## src/sv/a2i_pkg.sv

```systemverilog
`timescale 1ns / 1ps
`default_nettype none

package a2i_pkg;

  localparam int VALUE_W = 32;
  localparam int BASE_W = 5;
  localparam int DIGIT_W = 5;
  localparam int APB_AW = 2;
  localparam int APB_DW = 32;

  localparam logic [APB_AW-1:0] REG_BASE_SETTING = 2'd0;

  localparam logic [BASE_W-1:0] BASE_AUTO = 5'd0;
  localparam logic [BASE_W-1:0] BASE_BIN = 5'd2;
  localparam logic [BASE_W-1:0] BASE_OCT = 5'd8;
  localparam logic [BASE_W-1:0] BASE_DEC = 5'd10;
  localparam logic [BASE_W-1:0] BASE_HEX = 5'd16;

  localparam logic [DIGIT_W-1:0] DIGIT_NONE = 5'd16;

  localparam logic [7:0] CH_SPACE = 8'h20;
  localparam logic [7:0] CH_PLUS = 8'h2B;
  localparam logic [7:0] CH_MINUS = 8'h2D;
  localparam logic [7:0] CH_ZERO = 8'h30;
  localparam logic [7:0] CH_NINE = 8'h39;
  localparam logic [7:0] CH_UP_A = 8'h41;
  localparam logic [7:0] CH_UP_F = 8'h46;
  localparam logic [7:0] CH_LO_A = 8'h61;
  localparam logic [7:0] CH_LO_F = 8'h66;
  localparam logic [7:0] CH_LO_X = 8'h78;
  localparam logic [7:0] CH_LO_O = 8'h6F;
  localparam logic [7:0] CH_LO_B = 8'h62;

  localparam logic STATUS_OK = 1'b0;
  localparam logic STATUS_BAD_BASE = 1'b1;

  typedef struct packed {
    logic [7:0] char_in;
    logic       last;
  } in_item_t;

  typedef struct packed {
    logic [VALUE_W-1:0] value;
    logic               status;
  } out_item_t;

  typedef struct packed {
    logic [DIGIT_W-1:0] digit;
    logic               ws;
    logic               plus;
    logic               minus;
    logic               zero;
    logic               pfx_x;
    logic               pfx_o;
    logic               pfx_b;
    logic               nul;
    logic               last;
  } cls_t;

  typedef enum logic [4:0] {
    PH_LEAD    = 5'b00001,
    PH_PREFIX  = 5'b00010,
    PH_ZERO    = 5'b00100,
    PH_DIGITS  = 5'b01000,
    PH_BADBASE = 5'b10000
  } phase_t;

  function automatic logic base_ok(input logic [BASE_W-1:0] b);
    base_ok = (b == BASE_AUTO) || (b == BASE_BIN) || (b == BASE_OCT) ||
              (b == BASE_DEC) || (b == BASE_HEX);
  endfunction

endpackage

`default_nettype wire

```

## src/sv/a2i_front.sv

```systemverilog
`timescale 1ns / 1ps
`default_nettype none

module a2i_front (
  input  wire logic              in_valid,
  output logic                   in_ready,
  input  wire a2i_pkg::in_item_t in_data,
  output logic                   push,
  output a2i_pkg::cls_t          push_data,
  input  wire logic              q_ready
);

  logic [7:0] c;

  assign c = in_data.char_in;
  assign in_ready = q_ready;
  assign push = in_valid && q_ready;

  always_comb begin
    push_data = '0;
    if (c >= a2i_pkg::CH_ZERO && c <= a2i_pkg::CH_NINE) begin
      push_data.digit = a2i_pkg::DIGIT_W'(c - a2i_pkg::CH_ZERO);
    end else if (c >= a2i_pkg::CH_UP_A && c <= a2i_pkg::CH_UP_F) begin
      push_data.digit = a2i_pkg::DIGIT_W'(c - a2i_pkg::CH_UP_A + 8'd10);
    end else if (c >= a2i_pkg::CH_LO_A && c <= a2i_pkg::CH_LO_F) begin
      push_data.digit = a2i_pkg::DIGIT_W'(c - a2i_pkg::CH_LO_A + 8'd10);
    end else begin
      push_data.digit = a2i_pkg::DIGIT_NONE;
    end
    push_data.ws = (c != 8'd0) && (c <= a2i_pkg::CH_SPACE);
    push_data.plus = (c == a2i_pkg::CH_PLUS);
    push_data.minus = (c == a2i_pkg::CH_MINUS);
    push_data.zero = (c == a2i_pkg::CH_ZERO);
    push_data.pfx_x = (c == a2i_pkg::CH_LO_X);
    push_data.pfx_o = (c == a2i_pkg::CH_LO_O);
    push_data.pfx_b = (c == a2i_pkg::CH_LO_B);
    push_data.nul = (c == 8'd0);
    push_data.last = in_data.last;
  end

endmodule

`default_nettype wire

```

## src/sv/a2i_queue.sv

```systemverilog
`timescale 1ns / 1ps
`default_nettype none

module a2i_queue #(
  parameter int DEPTH = 2
) (
  input  wire logic          clk,
  input  wire logic          rst_n,
  input  wire logic          push,
  input  wire a2i_pkg::cls_t push_data,
  output logic               push_ready,
  input  wire logic          pop,
  output a2i_pkg::cls_t      pop_data,
  output logic               pop_valid
);

  localparam int PW = (DEPTH > 1) ? $clog2(DEPTH) : 1;
  localparam int CW = $clog2(DEPTH + 1);
  localparam logic [PW-1:0] LAST_PTR = PW'(DEPTH - 1);
  localparam logic [CW-1:0] FULL_CNT = CW'(DEPTH);

  a2i_pkg::cls_t mem_r [DEPTH];
  logic [PW-1:0] wr_ptr_r, wr_ptr_nxt;
  logic [PW-1:0] rd_ptr_r, rd_ptr_nxt;
  logic [CW-1:0] cnt_r, cnt_nxt;
  logic          do_push, do_pop;

  assign push_ready = (cnt_r != FULL_CNT);
  assign pop_valid = (cnt_r != '0);
  assign pop_data = mem_r[rd_ptr_r];
  assign do_push = push && push_ready;
  assign do_pop = pop && pop_valid;

  always_comb begin
    wr_ptr_nxt = wr_ptr_r;
    rd_ptr_nxt = rd_ptr_r;
    cnt_nxt = cnt_r;
    if (do_push) begin
      wr_ptr_nxt = (wr_ptr_r == LAST_PTR) ? '0 : wr_ptr_r + 1'b1;
    end
    if (do_pop) begin
      rd_ptr_nxt = (rd_ptr_r == LAST_PTR) ? '0 : rd_ptr_r + 1'b1;
    end
    if (do_push && !do_pop) begin
      cnt_nxt = cnt_r + 1'b1;
    end else if (do_pop && !do_push) begin
      cnt_nxt = cnt_r - 1'b1;
    end
  end

  always_ff @(posedge clk) begin
    if (!rst_n) begin
      wr_ptr_r <= '0;
      rd_ptr_r <= '0;
      cnt_r <= '0;
    end else begin
      wr_ptr_r <= wr_ptr_nxt;
      rd_ptr_r <= rd_ptr_nxt;
      cnt_r <= cnt_nxt;
    end
  end

  always_ff @(posedge clk) begin
    if (do_push) begin
      mem_r[wr_ptr_r] <= push_data;
    end
  end

endmodule

`default_nettype wire

```

## src/sv/a2i_back.sv

```systemverilog
`timescale 1ns / 1ps
`default_nettype none

module a2i_back (
  input  wire logic                          clk,
  input  wire logic                          rst_n,
  input  wire logic [a2i_pkg::BASE_W-1:0]    base_setting,
  input  wire logic                          q_valid,
  input  wire a2i_pkg::cls_t                 q_data,
  output logic                               pop,
  output logic                               out_valid,
  input  wire logic                          out_ready,
  output a2i_pkg::out_item_t                 out_data
);

  localparam int VW = a2i_pkg::VALUE_W;

  a2i_pkg::phase_t               phase_r, phase_nxt;
  logic                          neg_r, neg_nxt;
  logic [a2i_pkg::BASE_W-1:0]    base_r, base_nxt;
  logic [VW-1:0]                 acc_r, acc_nxt;
  logic                          ended_r, ended_nxt;
  logic                          out_valid_r;
  a2i_pkg::out_item_t            out_data_r, out_data_nxt;
  logic                          do_digit;
  logic                          ends;
  logic                          auto_b;
  logic                          bad;
  logic [VW-1:0]                 scaled;

  assign ends = q_data.nul || q_data.last;
  assign pop = q_valid && (!ends || !out_valid_r || out_ready);
  assign out_valid = out_valid_r;
  assign out_data = out_data_r;
  assign auto_b = (base_setting == a2i_pkg::BASE_AUTO);

  always_comb begin
    phase_nxt = phase_r;
    neg_nxt = neg_r;
    base_nxt = base_r;
    do_digit = 1'b0;
    if (!q_data.nul) begin
      unique case (phase_r)
        a2i_pkg::PH_BADBASE: begin
        end
        a2i_pkg::PH_LEAD: begin
          if (q_data.ws) begin
          end else if (!a2i_pkg::base_ok(base_setting)) begin
            phase_nxt = a2i_pkg::PH_BADBASE;
          end else begin
            base_nxt = auto_b ? a2i_pkg::BASE_DEC : base_setting;
            if (q_data.plus || q_data.minus) begin
              neg_nxt = q_data.minus;
              phase_nxt = auto_b ? a2i_pkg::PH_PREFIX : a2i_pkg::PH_DIGITS;
            end else if (auto_b && q_data.zero) begin
              phase_nxt = a2i_pkg::PH_ZERO;
            end else begin
              phase_nxt = a2i_pkg::PH_DIGITS;
              do_digit = 1'b1;
            end
          end
        end
        a2i_pkg::PH_PREFIX: begin
          if (q_data.zero) begin
            phase_nxt = a2i_pkg::PH_ZERO;
          end else begin
            phase_nxt = a2i_pkg::PH_DIGITS;
            do_digit = 1'b1;
          end
        end
        a2i_pkg::PH_ZERO: begin
          phase_nxt = a2i_pkg::PH_DIGITS;
          if (q_data.pfx_x) begin
            base_nxt = a2i_pkg::BASE_HEX;
          end else if (q_data.pfx_o) begin
            base_nxt = a2i_pkg::BASE_OCT;
          end else if (q_data.pfx_b) begin
            base_nxt = a2i_pkg::BASE_BIN;
          end else begin
            do_digit = 1'b1;
          end
        end
        a2i_pkg::PH_DIGITS: begin
          do_digit = 1'b1;
        end
        default: begin
          phase_nxt = a2i_pkg::PH_LEAD;
        end
      endcase
    end
  end

  // The base is always one of a few fixed values here, so the multiply is shift and add.
  always_comb begin
    case (base_nxt)
      a2i_pkg::BASE_BIN: scaled = {acc_r[VW-2:0], 1'b0};
      a2i_pkg::BASE_OCT: scaled = {acc_r[VW-4:0], 3'b000};
      a2i_pkg::BASE_DEC: scaled = {acc_r[VW-4:0], 3'b000} + {acc_r[VW-2:0], 1'b0};
      a2i_pkg::BASE_HEX: scaled = {acc_r[VW-5:0], 4'b0000};
      default:           scaled = acc_r;
    endcase
  end

  always_comb begin
    acc_nxt = acc_r;
    ended_nxt = ended_r;
    if (do_digit && !ended_r) begin
      if (q_data.digit >= base_nxt) begin
        ended_nxt = 1'b1;
      end else begin
        acc_nxt = scaled + VW'(q_data.digit);
      end
    end
  end

  always_comb begin
    bad = (phase_nxt == a2i_pkg::PH_BADBASE) ||
          ((phase_nxt == a2i_pkg::PH_LEAD) && !a2i_pkg::base_ok(base_setting));
    out_data_nxt.status = bad ? a2i_pkg::STATUS_BAD_BASE : a2i_pkg::STATUS_OK;
    if (bad) begin
      out_data_nxt.value = '0;
    end else if (neg_nxt) begin
      out_data_nxt.value = '0 - acc_nxt;
    end else begin
      out_data_nxt.value = acc_nxt;
    end
  end

  always_ff @(posedge clk) begin
    if (!rst_n) begin
      phase_r <= a2i_pkg::PH_LEAD;
      neg_r <= 1'b0;
      base_r <= a2i_pkg::BASE_DEC;
      acc_r <= '0;
      ended_r <= 1'b0;
      out_valid_r <= 1'b0;
    end else begin
      if (pop) begin
        if (ends) begin
          phase_r <= a2i_pkg::PH_LEAD;
          neg_r <= 1'b0;
          base_r <= a2i_pkg::BASE_DEC;
          acc_r <= '0;
          ended_r <= 1'b0;
        end else begin
          phase_r <= phase_nxt;
          neg_r <= neg_nxt;
          base_r <= base_nxt;
          acc_r <= acc_nxt;
          ended_r <= ended_nxt;
        end
      end
      if (pop && ends) begin
        out_valid_r <= 1'b1;
      end else if (out_ready) begin
        out_valid_r <= 1'b0;
      end
    end
  end

  always_ff @(posedge clk) begin
    if (pop && ends) begin
      out_data_r <= out_data_nxt;
    end
  end

`ifndef SYNTHESIS
  a_end_clears: assert property (@(posedge clk) disable iff (!rst_n)
    (pop && ends) |=> (phase_r == a2i_pkg::PH_LEAD) && (acc_r == '0) && !neg_r && !ended_r)
    else $error("string state not cleared after a result");

  a_bad_is_zero: assert property (@(posedge clk) disable iff (!rst_n)
    (out_valid_r && (out_data_r.status == a2i_pkg::STATUS_BAD_BASE)) |-> (out_data_r.value == '0))
    else $error("invalid base result carries a nonzero value");

  a_ended_in_digits: assert property (@(posedge clk) disable iff (!rst_n)
    ended_r |-> (phase_r == a2i_pkg::PH_DIGITS))
    else $error("accumulation stopped outside the digit phase");

  a_no_overwrite: assert property (@(posedge clk) disable iff (!rst_n)
    (out_valid_r && !out_ready) |-> !(pop && ends))
    else $error("pending result overwritten");
`endif

endmodule

`default_nettype wire

```

## src/sv/ascii_to_integer_parser.sv

```systemverilog
`timescale 1ns / 1ps
`default_nettype none

// Parses a string of ASCII characters, one per input transaction, into a 32-bit value in the
// manner of strtoul: leading bytes 1 to 32 are skipped, one sign may follow, auto base (register
// value 0) detects 0x, 0o or 0b prefixes, and digits accumulate with wrap until the first
// character that is not a digit of the base. A result transaction follows the character flagged
// last or a zero byte; a minus sign negates the value, and a base other than 0, 2, 8, 10 or 16
// gives status 1 with value 0. One character is taken per cycle while the classifier queue has
// room; the result is registered after the classifier queue, and the back end accumulates one
// character per cycle with a shift-and-add step unless an ending character waits for
// a pending result. Write the base register at byte address 0 only while no string is in flight.
module ascii_to_integer_parser #(
  parameter int QUEUE_DEPTH = 2
) (
  input  wire logic                         clk,
  input  wire logic                         rst_n,
  input  wire logic                         in_valid,
  output logic                              in_ready,
  input  wire a2i_pkg::in_item_t            in_data,
  output logic                              out_valid,
  input  wire logic                         out_ready,
  output a2i_pkg::out_item_t                out_data,
  input  wire logic                         cfg_psel,
  input  wire logic                         cfg_penable,
  input  wire logic                         cfg_pwrite,
  input  wire logic [a2i_pkg::APB_AW-1:0]   cfg_paddr,
  input  wire logic [a2i_pkg::APB_DW-1:0]   cfg_pwdata,
  output logic [a2i_pkg::APB_DW-1:0]        cfg_prdata,
  output logic                              cfg_pready
);

  logic [a2i_pkg::BASE_W-1:0] base_setting_r;
  logic                       push, q_ready, q_valid, pop;
  a2i_pkg::cls_t              push_data, q_data;

  assign cfg_pready = 1'b1;
  assign cfg_prdata = (cfg_paddr == a2i_pkg::REG_BASE_SETTING) ?
                      a2i_pkg::APB_DW'(base_setting_r) : '0;

  always_ff @(posedge clk) begin
    if (!rst_n) begin
      base_setting_r <= a2i_pkg::BASE_AUTO;
    end else if (cfg_psel && cfg_penable && cfg_pwrite &&
                 (cfg_paddr == a2i_pkg::REG_BASE_SETTING)) begin
      base_setting_r <= cfg_pwdata[a2i_pkg::BASE_W-1:0];
    end
  end

  a2i_front u_front (
    .in_valid  (in_valid),
    .in_ready  (in_ready),
    .in_data   (in_data),
    .push      (push),
    .push_data (push_data),
    .q_ready   (q_ready)
  );

  a2i_queue #(
    .DEPTH (QUEUE_DEPTH)
  ) u_queue (
    .clk        (clk),
    .rst_n      (rst_n),
    .push       (push),
    .push_data  (push_data),
    .push_ready (q_ready),
    .pop        (pop),
    .pop_data   (q_data),
    .pop_valid  (q_valid)
  );

  a2i_back u_back (
    .clk          (clk),
    .rst_n        (rst_n),
    .base_setting (base_setting_r),
    .q_valid      (q_valid),
    .q_data       (q_data),
    .pop          (pop),
    .out_valid    (out_valid),
    .out_ready    (out_ready),
    .out_data     (out_data)
  );

endmodule

`default_nettype wire
```

## config.mk

```make
export PLATFORM = sky130hd
export DESIGN_NAME = ascii_to_integer_parser
export DESIGN_NICKNAME = d
export VERILOG_FILES = /design/src/sv/a2i_pkg.sv /design/src/sv/a2i_front.sv /design/src/sv/a2i_queue.sv /design/src/sv/a2i_back.sv /design/src/sv/ascii_to_integer_parser.sv
export SDC_FILE = /design/constraint.sdc
export NUM_CORES = 1
export LEC_CHECK = 0
export BUFFER_PORTS_ARGS = -buffer_cell sky130_fd_sc_hd__buf_4
export CORE_MARGIN = 1.5
export CORE_UTILIZATION = 40
export CTS_BUF_LIST = sky130_fd_sc_hd__clkbuf_16
export DETAILED_ROUTE_END_ITERATION = 8
export GPL_TIMING_DRIVEN = 1
export PLACE_DENSITY = 0.57
export SLEW_MARGIN = 10
export SYNTH_ARGS = -nofsm -noshare
export SYNTH_HDL_FRONTEND = slang
export SYNTH_SLANG_ARGS = --single-unit
```

## constraint.sdc

```tcl
create_clock -name clk -period 7.25 [get_ports clk]
set_input_delay 1.0875 -clock clk [delete_from_list [all_inputs] [get_ports clk]]
set_output_delay 1.0875 -clock clk [all_outputs]
set_load 0.02 [all_outputs]
```

==> flow_summary.json <==
{
  "run_status": "complete, no violations",
  "p_leak_nw": 4.618,
  "cts_buffers": 17,
  "routed_wl_mm": 31.17,
  "cts_tree": "yes",
  "dpl.hpwl_mm": 22.85,
  "post_cts_buffers": 0,
  "die_height_um": 166.6,
  "finalCritPeriodShare": 0.9314,
  "fillCellCount": 2639,
  "yosys_warnings": 0,
  "startpoint_type": "flop",
  "maxSlewViolCount": 0,
  "finalPower_mw": 3.670,
  "hold_path.class": "reg2reg",
  "endpoint_kind": "flop",
  "setup.worst_path.class": "reg2reg",
  "fin_nets": 1432,
  "core_um2": 26130,
  "cts.sinks": 116,
  "postSynth.asyncResetShare": 0,
  "seq_area_frac_synth": 0.2738,
  "synth_top_area_share": 0.1710,
  "required_ps": 7410,
  "routed_via_density": 5.970,
  "placementRows": 59,
  "drtIter0Drc": 771,
  "insertion_delay_ps": 430,
  "synth_cell_type_count": 101,
  "area_delta_synth_final_pct": 11.33,
  "rsz0062_at_grt": "no",
  "grt_pass1_vias": 9528,
  "tightestPinTransition_ps": 952.1,
  "post-route-min-period_ps": 6752,
  "ys_seq_elements": 116,
  "remaining_drc_errors": 0,
  "worstPathMaxFanout": 23,
  "synth_edf_count": 61,
  "gp_congestion": 0.8992,
  "die_w_um": 166.6,
  "synth_area_um2": 10710,
  "setup_viol": 0,
  "avgRoutedWirePerCell_um": 18.52,
  "stdcell_count": 1683,
  "drive_above_1_share": 0.1298,
  "dieArea_um2": 27770,
  "cts_buffer_depth": 2,
  "first_pass_iters": 7,
  "vias": 10050,
  "gr-total-overflow": 0,
  "synthFlopType": "edfxtp_1",
  "arrival_ps": 6910,
  "multi_input_area_um2": 7202,
  "grt_pass1_wl_mm": 49.96,
  "slew_headroom": 0.3610,
  "ir_drop_v": 0.0001886,
  "skew_ps": 14.16,
  "dpl.cell_count": 1651,
  "io_pins": 118,
  "initial_utilization": 0.4098,
  "postRouteAntennaNets": 0,
  "synthCells": 1309,
  "ff_latch_area_um2": 2933,
  "root_buffer": "clkbuf_16",
  "synth_area_leaders": "edfxtp_1, dfxtp_1, ha_1",
  "power.density_nw_per_um2": 307.8,
  "antenna_found_initial": 0,
  "syn_area_per_cell_um2": 8.182,
  "io_buffers": 62,
  "path_clk_slew_ps": 70,
  "diodes": 0,
  "fmax_mhz": 148.1,
  "whs_ps": 498.3,
  "grt_max_degree": 53,
  "tns_ps": 0,
  "post_cts_resized": 0,
  "yosysTopAreaCell": "edfxtp_1",
  "drv_cap": 0,
  "htreeDepth": 4,
  "cts_hold_buf": 0,
  "grt_usage": 0.2221,
  "hold_violations": 0
}
==> worst max-delay path, stage by stage, from the launching register on <==
cell and delay, ps:
dfxtp_1 560, or4b_4 560, a211o_1 360, o32ai_2 300, or2_1 310, buf_4 340
o211ai_1 240, and3_1 260, ha_1 210, fa_1 410, a21oi_1 140, o21bai_1 110
a21oi_1 260, inv_1 80, o2111ai_1 190, or3_1 310, nor2_1 80, a221oi_1 450
nand4_1 370, nor4_1 520, a21oi_1 150, xnor2_1 200, nor2_1 60
==> sequential cells by signal, summed over array words and instances, names as in the netlist, named ones only <==
signal            count
u_back.out_data      33
u_back.acc_r         32
u_queue.mem_r        28
base_setting_r        5
u_back.base_r         5
u_back.phase_r        5
u_queue.cnt_r         2
u_back.ended_r        1
u_back.neg_r          1
u_back.out_valid      1
u_queue.rd_ptr_r      1
u_queue.wr_ptr_r      1
==> kinds of logic (layout without fill, tap and decap cells) <==
kind of cell               count (synthesis)  after routing  share of synthesized area
DFF                                      116            116                     0.2738
AOI/OAI and AO/OA                        404            404                     0.2686
xor gates and xnor gates                  55             55                    0.04498
adders and majority gates                 47             47                    0.05631
and+or+nand+nor                          506            506                     0.2530
buffers and inverters                    143            156                    0.06764
muxes                                     36             36                    0.03493
other                                      2             28                  0.0007012
==> routing by layer <==
layer,track usage,routed length (um),vias up
met4,0.07549,666,0
met5,0,0,-
met1,0.2725,13550,4778
met2,0.4006,15630,257
met3,0.02757,1320,41
li1,-,-,4972
==> cells in the final DEF, fill, tap and decap left out, drive strengths merged, types with 8 or more instances in the layout <==
cell type,netlist,final
conb,2,28
inv,29,38
ha,45,45
nand2,91,91
nor4,24,24
buf,64,95
dfxtp,55,55
o211ai,17,17
o221ai,8,8
mux2,11,11
and3,16,16
o21bai,10,10
xnor2,25,25
nand3,35,35
nor2,122,122
nor2b,46,46
a21o,26,26
nand4,15,15
and2,30,30
nor4b,10,10
nor3,46,46
or3,18,18
a21oi,66,66
o31ai,12,12
edfxtp,61,61
clkbuf,50,17
o21a,10,10
a31oi,18,18
nand2b,14,14
mux2i,25,25
o21ai,71,71
a22oi,37,37
o22ai,14,14
xor2,30,30
a211oi,17,17
==> cell type report <==
| type | instances | area share |
|---|---|---|
| clock inverters | 15 | 0.01007 |
| repair buffers | 95 | 0.05981 |
| flip-flops and latches | 116 | 0.2460 |
| multi-input cells | 1076 | 0.6040 |
| clock buffers | 17 | 0.03568 |
| inverters | 29 | 0.009339 |
| well taps | 335 | 0.03515 |
==> metrics by stage <==
step           area (um2)  utilization  setup slack (ps)
4_1_cts             11910       0.4556             371.9
6_report            11920       0.4563             497.7
2_1_floorplan       10810            -             44.37
5_1_grt             11920       0.4563             73.67
3_3_place_gp        11360       0.4347             475.9
3_5_place_dp        11360       0.4347             415.2
==> path summary, 6_finish.rpt <==
check / startpoint / slack (ps) / end / depth (start not counted)
setup / recovery: u_back.phase_r[0] / 500 / u_back.out_data[22] / 22
hold / removal: u_back.base_r[3] / 500 / u_back.base_r[3] / 2
setup reg to reg: u_back.phase_r[0] / 500 / u_back.out_data[22] / 22
hold reg to reg: u_back.base_r[3] / 500 / u_back.base_r[3] / 2
==> Yosys cell counts (all sizes together) (11+ instances only) <==
cell type    n
edfxtp      61
dfxtp       55
and3        16
a31oi       18
a22oi       37
a21o        26
o22ai       14
inv         29
or3         18
o31ai       12
o21ai       71
nor2b       46
xor2        30
nor3        46
nand2       91
nand4       15
and2        30
clkbuf      50
mux2        11
nor2       122
ha          45
mux2i       25
a21oi       66
a211oi      17
xnor2       25
nand3       35
nor4        24
nand2b      14
o211ai      17
buf         64
==> power by group <==
group          internal (mW)  leakage [nW]  switching (mW)
registers              0.838          1.03          0.0609
logic                  0.660          3.32            1.30
clock network          0.446         0.264           0.363
(Power assumes the default switching activity.)
